`config.mk`:
```
export PLATFORM = sky130hd
export DESIGN_NAME = sipd_ctrl
export DESIGN_NICKNAME = d
export VERILOG_FILES = /design/src/rtl/sipd_pkg.sv /design/src/rtl/sipd_ctrl.sv
export SDC_FILE = /design/constraint.sdc
export NUM_CORES = 1
export LEC_CHECK = 0
export BUFFER_PORTS_ARGS = -buffer_cell sky130_fd_sc_hd__buf_2
export CAP_MARGIN = 20
export CELL_PAD_IN_SITES_DETAIL_PLACEMENT = 1
export CELL_PAD_IN_SITES_GLOBAL_PLACEMENT = 1
export CORE_MARGIN = 2
export CORE_UTILIZATION = 45
export DETAILED_ROUTE_END_ITERATION = 6
export GPL_TIMING_DRIVEN = 0
export MAX_ROUTING_LAYER = met4
export PLACE_DENSITY_LB_ADDON = 0.1
export SETUP_SLACK_MARGIN = 0.15
export SLEW_MARGIN = 0
export SYNTH_ARGS = -nofsm -noshare
export SYNTH_HDL_FRONTEND = slang
export SYNTH_SLANG_ARGS = --single-unit
```
`constraint.sdc`:
```
create_clock -name clk -period 5.2 [get_ports clk]
set_input_delay 0 -clock clk [delete_from_list [all_inputs] [get_ports clk]]
set_output_delay 0 -clock clk [all_outputs]
set_load 0.03 [all_outputs]
```
`src/rtl/sipd_pkg.sv`:
```
// Types and constants of the I/O pattern device: port codes, state codes and
// the SRAM request bundle. Depends on nothing.
package sipd_pkg;

  // Width of the access address register.
  localparam int ADDR_W = 13;

  // Access types.
  localparam logic REQ_READ  = 1'b0;
  localparam logic REQ_WRITE = 1'b1;

  // Sub-port codes.
  localparam logic [3:0] PORT_ID      = 4'd0;
  localparam logic [3:0] PORT_SWITCH  = 4'd1;
  localparam logic [3:0] PORT_COLOR   = 4'd3;
  localparam logic [3:0] PORT_PATTERN = 4'd4;
  localparam logic [3:0] PORT_ADDR_LO = 4'd7;
  localparam logic [3:0] PORT_ADDR_HI = 4'd8;
  localparam logic [3:0] PORT_SRAM    = 4'd9;

  // Fixed read values.
  localparam logic [7:0] ID_VALUE    = 8'hF7;
  localparam logic [7:0] SWITCH_ON   = 8'h7F;
  localparam logic [7:0] IDLE_BYTE   = 8'hFF;
  localparam logic [7:0] SRAM_RESET  = 8'hFF;

  // Controller states.
  typedef enum logic [1:0] {
    ST_CLEAR,
    ST_IDLE,
    ST_READ
  } sipd_state_t;

  // One SRAM access request.
  typedef struct packed {
    logic              wr_en;
    logic              rd_en;
    logic [ADDR_W-1:0] addr;
    logic [7:0]        wdata;
  } sipd_mem_req_t;

endpackage

```
`src/rtl/sipd_ctrl.sv`:
```
// Access controller: decodes each bus transaction, holds the small registers,
// drives the SRAM, runs the clearing pass and owns the result register.
// Depends on sipd_pkg.
module sipd_ctrl #(
  parameter int SRAM_BYTES = 2048
) (
  input  logic                    clk,
  input  logic                    rst_n,
  input  logic                    in_valid,
  output logic                    in_stall,
  input  logic                    in_req_type,
  input  logic [3:0]              in_port_sel,
  input  logic [7:0]              in_write_data,
  input  logic                    in_front_switch,
  output logic                    out_valid,
  input  logic                    out_stall,
  output logic [7:0]              out_read_data,
  output logic                    out_fast_cpu,
  output sipd_pkg::sipd_mem_req_t mem_req,
  input  logic [7:0]              mem_rdata
);
  import sipd_pkg::*;

  localparam int MEM_AW = $clog2(SRAM_BYTES);
  localparam logic [ADDR_W:0] SRAM_LIM = (ADDR_W+1)'(SRAM_BYTES);
  localparam logic [MEM_AW-1:0] CLR_LAST = MEM_AW'(SRAM_BYTES - 1);

  sipd_state_t       state_r, state_nxt;
  logic [MEM_AW-1:0] clr_cnt_r, clr_cnt_nxt;
  logic [ADDR_W-1:0] addr_r, addr_nxt;
  logic [3:0]        col_lo_r, col_lo_nxt;
  logic [3:0]        col_hi_r, col_hi_nxt;
  logic [7:0]        pat_r, pat_nxt;
  logic              speed_r, speed_nxt;
  logic              out_valid_r, out_valid_nxt;
  logic [7:0]        out_data_r, out_data_nxt;
  logic              out_fast_r, out_fast_nxt;

  logic accept;
  logic out_free;
  logic in_range;

  // The result register is free when empty or being taken this cycle.
  assign out_free = !out_valid_r || !out_stall;
  assign in_stall = (state_r != ST_IDLE) || !out_free;
  assign accept   = in_valid && !in_stall;
  assign in_range = ({1'b0, addr_r} < SRAM_LIM);

  // Control and configuration registers.
  always_ff @(posedge clk) begin
    if (!rst_n) begin
      state_r     <= ST_CLEAR;
      clr_cnt_r   <= '0;
      addr_r      <= '0;
      col_lo_r    <= '0;
      col_hi_r    <= '0;
      pat_r       <= '0;
      speed_r     <= 1'b0;
      out_valid_r <= 1'b0;
    end else begin
      state_r     <= state_nxt;
      clr_cnt_r   <= clr_cnt_nxt;
      addr_r      <= addr_nxt;
      col_lo_r    <= col_lo_nxt;
      col_hi_r    <= col_hi_nxt;
      pat_r       <= pat_nxt;
      speed_r     <= speed_nxt;
      out_valid_r <= out_valid_nxt;
    end
  end

  // Result payload.
  always_ff @(posedge clk) begin
    out_data_r <= out_data_nxt;
    out_fast_r <= out_fast_nxt;
  end

  // Next state, register updates and SRAM requests.
  always_comb begin
    state_nxt     = state_r;
    clr_cnt_nxt   = clr_cnt_r;
    addr_nxt      = addr_r;
    col_lo_nxt    = col_lo_r;
    col_hi_nxt    = col_hi_r;
    pat_nxt       = pat_r;
    speed_nxt     = speed_r;
    out_valid_nxt = out_valid_r && out_stall;
    out_data_nxt  = out_data_r;
    out_fast_nxt  = out_fast_r;
    mem_req       = '0;

    unique case (state_r)
      ST_CLEAR: begin
        // Fill the SRAM with its reset byte, one entry per cycle.
        mem_req.wr_en = 1'b1;
        mem_req.addr  = ADDR_W'(clr_cnt_r);
        mem_req.wdata = SRAM_RESET;
        if (clr_cnt_r == CLR_LAST) begin
          state_nxt = ST_IDLE;
        end else begin
          clr_cnt_nxt = clr_cnt_r + 1'b1;
        end
      end
      ST_IDLE: begin
        if (accept) begin
          out_valid_nxt = 1'b1;
          out_data_nxt  = IDLE_BYTE;
          if (in_req_type == REQ_WRITE) begin
            unique case (in_port_sel)
              PORT_SWITCH:  speed_nxt = in_write_data[0];
              PORT_COLOR: begin
                col_hi_nxt = in_write_data[7:4];
                col_lo_nxt = in_write_data[3:0];
              end
              PORT_PATTERN: pat_nxt = in_write_data;
              PORT_ADDR_LO: addr_nxt = {addr_r[ADDR_W-1:8], in_write_data};
              PORT_ADDR_HI: addr_nxt = {in_write_data[ADDR_W-9:0], addr_r[7:0]};
              PORT_SRAM: begin
                mem_req.wr_en = in_range;
                mem_req.addr  = addr_r;
                mem_req.wdata = in_write_data;
                addr_nxt      = addr_r + 1'b1;
              end
              default: ;
            endcase
          end else begin
            unique case (in_port_sel)
              PORT_ID:     out_data_nxt = ID_VALUE;
              PORT_SWITCH: out_data_nxt = in_front_switch ? SWITCH_ON : IDLE_BYTE;
              PORT_COLOR: begin
                // Top two pattern bits pick each nibble, then the pattern rotates.
                out_data_nxt = {pat_r[7] ? col_hi_r : col_lo_r,
                                pat_r[6] ? col_hi_r : col_lo_r};
                pat_nxt      = {pat_r[5:0], pat_r[7:6]};
              end
              PORT_SRAM: begin
                // In-range reads go through ST_READ to pick up the registered SRAM data.
                if (in_range) begin
                  mem_req.rd_en = 1'b1;
                  mem_req.addr  = addr_r;
                  out_valid_nxt = 1'b0;
                  state_nxt     = ST_READ;
                end
                addr_nxt = addr_r + 1'b1;
              end
              default: ;
            endcase
          end
          out_fast_nxt = speed_nxt;
        end
      end
      ST_READ: begin
        // Output register is empty here; load the SRAM byte.
        out_valid_nxt = 1'b1;
        out_data_nxt  = mem_rdata;
        out_fast_nxt  = speed_r;
        state_nxt     = ST_IDLE;
      end
      default: state_nxt = ST_CLEAR;
    endcase
  end

  assign out_valid     = out_valid_r;
  assign out_read_data = out_data_r;
  assign out_fast_cpu  = out_fast_r;

endmodule

```
==> impl_metrics.env <==
export IMPL_irDropWorstVdd_v=0.000120
export IMPL_r2r_worst_path_cells=8
export IMPL_fp_dieW_um=88.4
export IMPL_synth_edff_count=9
export IMPL_wl_met3_um=455
export IMPL_slowest_delay_ns=0.41
export IMPL_dieArea_sq_mm=0.00781
export IMPL_clock_sinks=53
export IMPL_wl_mm=10.3
export IMPL_fmax_ghz=0.359
export IMPL_synthFlopType="dfxtp_1"
export IMPL_final_nets=472
export IMPL_postCtsHoldBufs=6
export IMPL_cts_buffers=5
export IMPL_total_power_mw=0.745
export IMPL_fin_crit_sh=0.536
export IMPL_drv_cap=0
export IMPL_slowest_stage="clkbuf_1"
export IMPL_ant_nets=0
export IMPL_min_path_cells=3
export IMPL_antenna_found_initial=0
export IMPL_finalNonFillerCells=537
export IMPL_dp_hpwl_mm=7.83
export IMPL_critPathCaptureType="output pin"
export IMPL_vias=3196
export IMPL_io_pins=60
export IMPL_clock_path_buffers=2
export IMPL_highest_layer="met4"
export IMPL_start_kind="register"
export IMPL_area_growth_synth_to_final_pct=17.5
export IMPL_overflow=0
export IMPL_cts_tree="done"
export IMPL_fp_dieH_um=88.4
export IMPL_synth_seq_area_share=0.360
export IMPL_routedWlPerCell_um=19.2
export IMPL_dpl_cell_count=523
export IMPL_cts_resized=0
export IMPL_power_leakage_nw=1.40
export IMPL_place_port_buffers=57
export IMPL_dr_wl_met2_mm=5.34
export IMPL_antenna_cells=0
export IMPL_avgViaCountPerCell=5.95
export IMPL_cts_setup_buffers=0
export IMPL_place_congestion=0.888
export IMPL_rrSetupSlack_ns=2.82
export IMPL_status="complete, no violations"
export IMPL_track_usage=0.283
export IMPL_setup_viol=0
export IMPL_start_util=0.469
export IMPL_syn_num_nets=402
export IMPL_avgSynthCellArea_sq_um=8.65
export IMPL_fin_setup_tns_ns=0
export IMPL_whs_ns=0.00308
export IMPL_drt_iter0_markers=118
export IMPL_wl_met1_mm=4.42
export IMPL_setup_ws_ns=2.41
export IMPL_hold_violations=0
export IMPL_ctsHtreeMaxLevel=2
export IMPL_rsz0062_at_grt="false"
export IMPL_synth_distinct_cells=64
export IMPL_hold_path_class="input pin to register"
export IMPL_required_ns=5.20
export IMPL_power_density_mw_per_mm2=198
export IMPL_path_class="register to output pin"
export IMPL_cts_root_buf="clkbuf_8"
export IMPL_pre_cts_ws_ns=2.82
export IMPL_drc=0
export IMPL_worstMarginPinSlew_ns=0.908
export IMPL_clkTransAtPathRegs_ns=0.11
export IMPL_yosysWarnings=0
export IMPL_synth_area_sq_mm=0.00320
export IMPL_crit_chain="inv_1, ha_1, a21boi_2, nand4_1, nor2_1, clkbuf_1, a22o_1, buf_2"
export IMPL_grt_pass1_vias=3317
export IMPL_synth_cells=370
export IMPL_drv_slew=0
export IMPL_relSlewSlack=0.393
export IMPL_drive_gt1_frac=0.195
export IMPL_worstPathMaxFanout=10
export IMPL_grt_max_degree=19
export IMPL_rows=30
export IMPL_async_flop_share=0
export IMPL_grt_pass1_wl_mm=16.6
export IMPL_synth_seq_cells=53
export IMPL_core_area_sq_mm=0.00683
export IMPL_period_needed_ns=2.79
export IMPL_fin_worst_skew_ns=0.00975
export IMPL_dr_pass1_iters=4
export IMPL_clk_latency_ns=0.31
export IMPL_critPathArrivalTime_ns=2.79
-- report_power, final --
| group | switching (mW) | internal (mW) |
|---|---|---|
| clock | 0.153 | 0.0977 |
| sequential | 0.00316 | 0.418 |
| combinational | 0.0474 | 0.0268 |
-- sequential cells by signal, summed over array words and instances (netlist names) --
| register | count |
|---|---|
| out_valid | 1 |
| addr_r | 13 |
| clr_cnt_r | 11 |
| col_hi_r | 4 |
| speed_r | 1 |
| out_read_data | 8 |
| out_fast_cpu | 1 |
| pat_r | 8 |
| col_lo_r | 4 |
| state_r | 2 |
-- cell families (layout without fill, tap and decap cells) --
logic type,after synthesis,count (layout),share of synthesized area
adder cells (fa/ha/maj),6,6,0.0234
flip-flops,53,53,0.360
AND/OR/NAND/NOR,137,137,0.228
buffers and inverters,42,113,0.0567
multiplexers,21,21,0.0664
XOR/XNOR,2,2,0.00547
AO/OA/AOI/OAI,109,109,0.261
-- cell type report --
| type | instances | area, sq um |
|---|---|---|
| timing repair buffer | 63 | 345 |
| inverter | 14 | 52.6 |
| tap | 96 | 120 |
| sequential | 53 | 1150 |
| multi-input combinational | 275 | 1870 |
| buffer | 28 | 129 |
| fill | 876 | 3070 |
| clock buffer | 5 | 68.8 |
| clock inverter | 3 | 25.0 |
-- cells in the final DEF, fill, tap and decap left out, types with 8 or more instances in the layout --
master	Yosys	layout
nor2b_1	8	8
a21oi_1	22	22
buf_2	4	61
nand3_1	15	15
clkbuf_1	21	21
nand2_1	26	26
o21ai_0	12	12
dfxtp_1	44	44
nor2_1	34	34
mux2i_1	19	19
inv_1	13	13
edfxtp_1	9	9
nand2b_1	8	8
a22o_1	11	11
-- final timing paths --
kind                           start                    endpoint
max          state_r[1]$_SDFFE_PN0P_                 mem_req[16]
min                     mem_rdata[4]  out_read_data[4]$_DFFE_PP_
max reg2reg  state_r[1]$_SDFFE_PN0P_       pat_r[6]$_SDFFE_PN0P_
min reg2reg    pat_r[3]$_SDFFE_PN0P_       pat_r[5]$_SDFFE_PN0P_
-- per-layer routing --
metal	global-route usage	up-vias
met5	-	-
met4	0.0689	0
met3	0.0392	13
met2	0.521	87
met1	0.322	1561
li1	-	1535
-- cells in the mapped netlist (6+ instances only) --
master    number  area (sq um)
nand2_1       26          97.6
a22o_1        11          96.3
mux2i_1       19           190
nor3_1         7          35.0
and3_1         7          43.8
o21ai_0       12          60.1
a311oi_1       7          61.3
nand3_1       15          75.1
dfxtp_1       44           881
o21bai_1       7          52.6
o22ai_1        6          37.5
nor2_1        34           128
clkbuf_1      21          78.8
a21oi_1       22           110
ha_1           6          75.1
nor2b_1        8          50.1
inv_1         13          48.8
nand2b_1       8          50.1
edfxtp_1       9           270
-- through the flow --
stage / instance area, sq um / utilization
2_1_floorplan: 3200 / -
3_3_place_gp: 3610 / 0.528
3_5_place_dp: 3610 / 0.528
4_1_cts: 3760 / 0.551
5_1_grt: 3760 / 0.551
6_report: 3760 / 0.551
-- critical path: cells and delay by family, from the launching register on --
family / cells / cell delay [ns]
AND/OR/NAND/NOR: 2 / 0.67
flip-flops: 1 / 0.37
buffers and inverters: 3 / 0.71
AO/OA/AOI/OAI: 2 / 0.54
adder cells (fa/ha/maj): 1 / 0.19
Power figures use the tool's default switching activity.
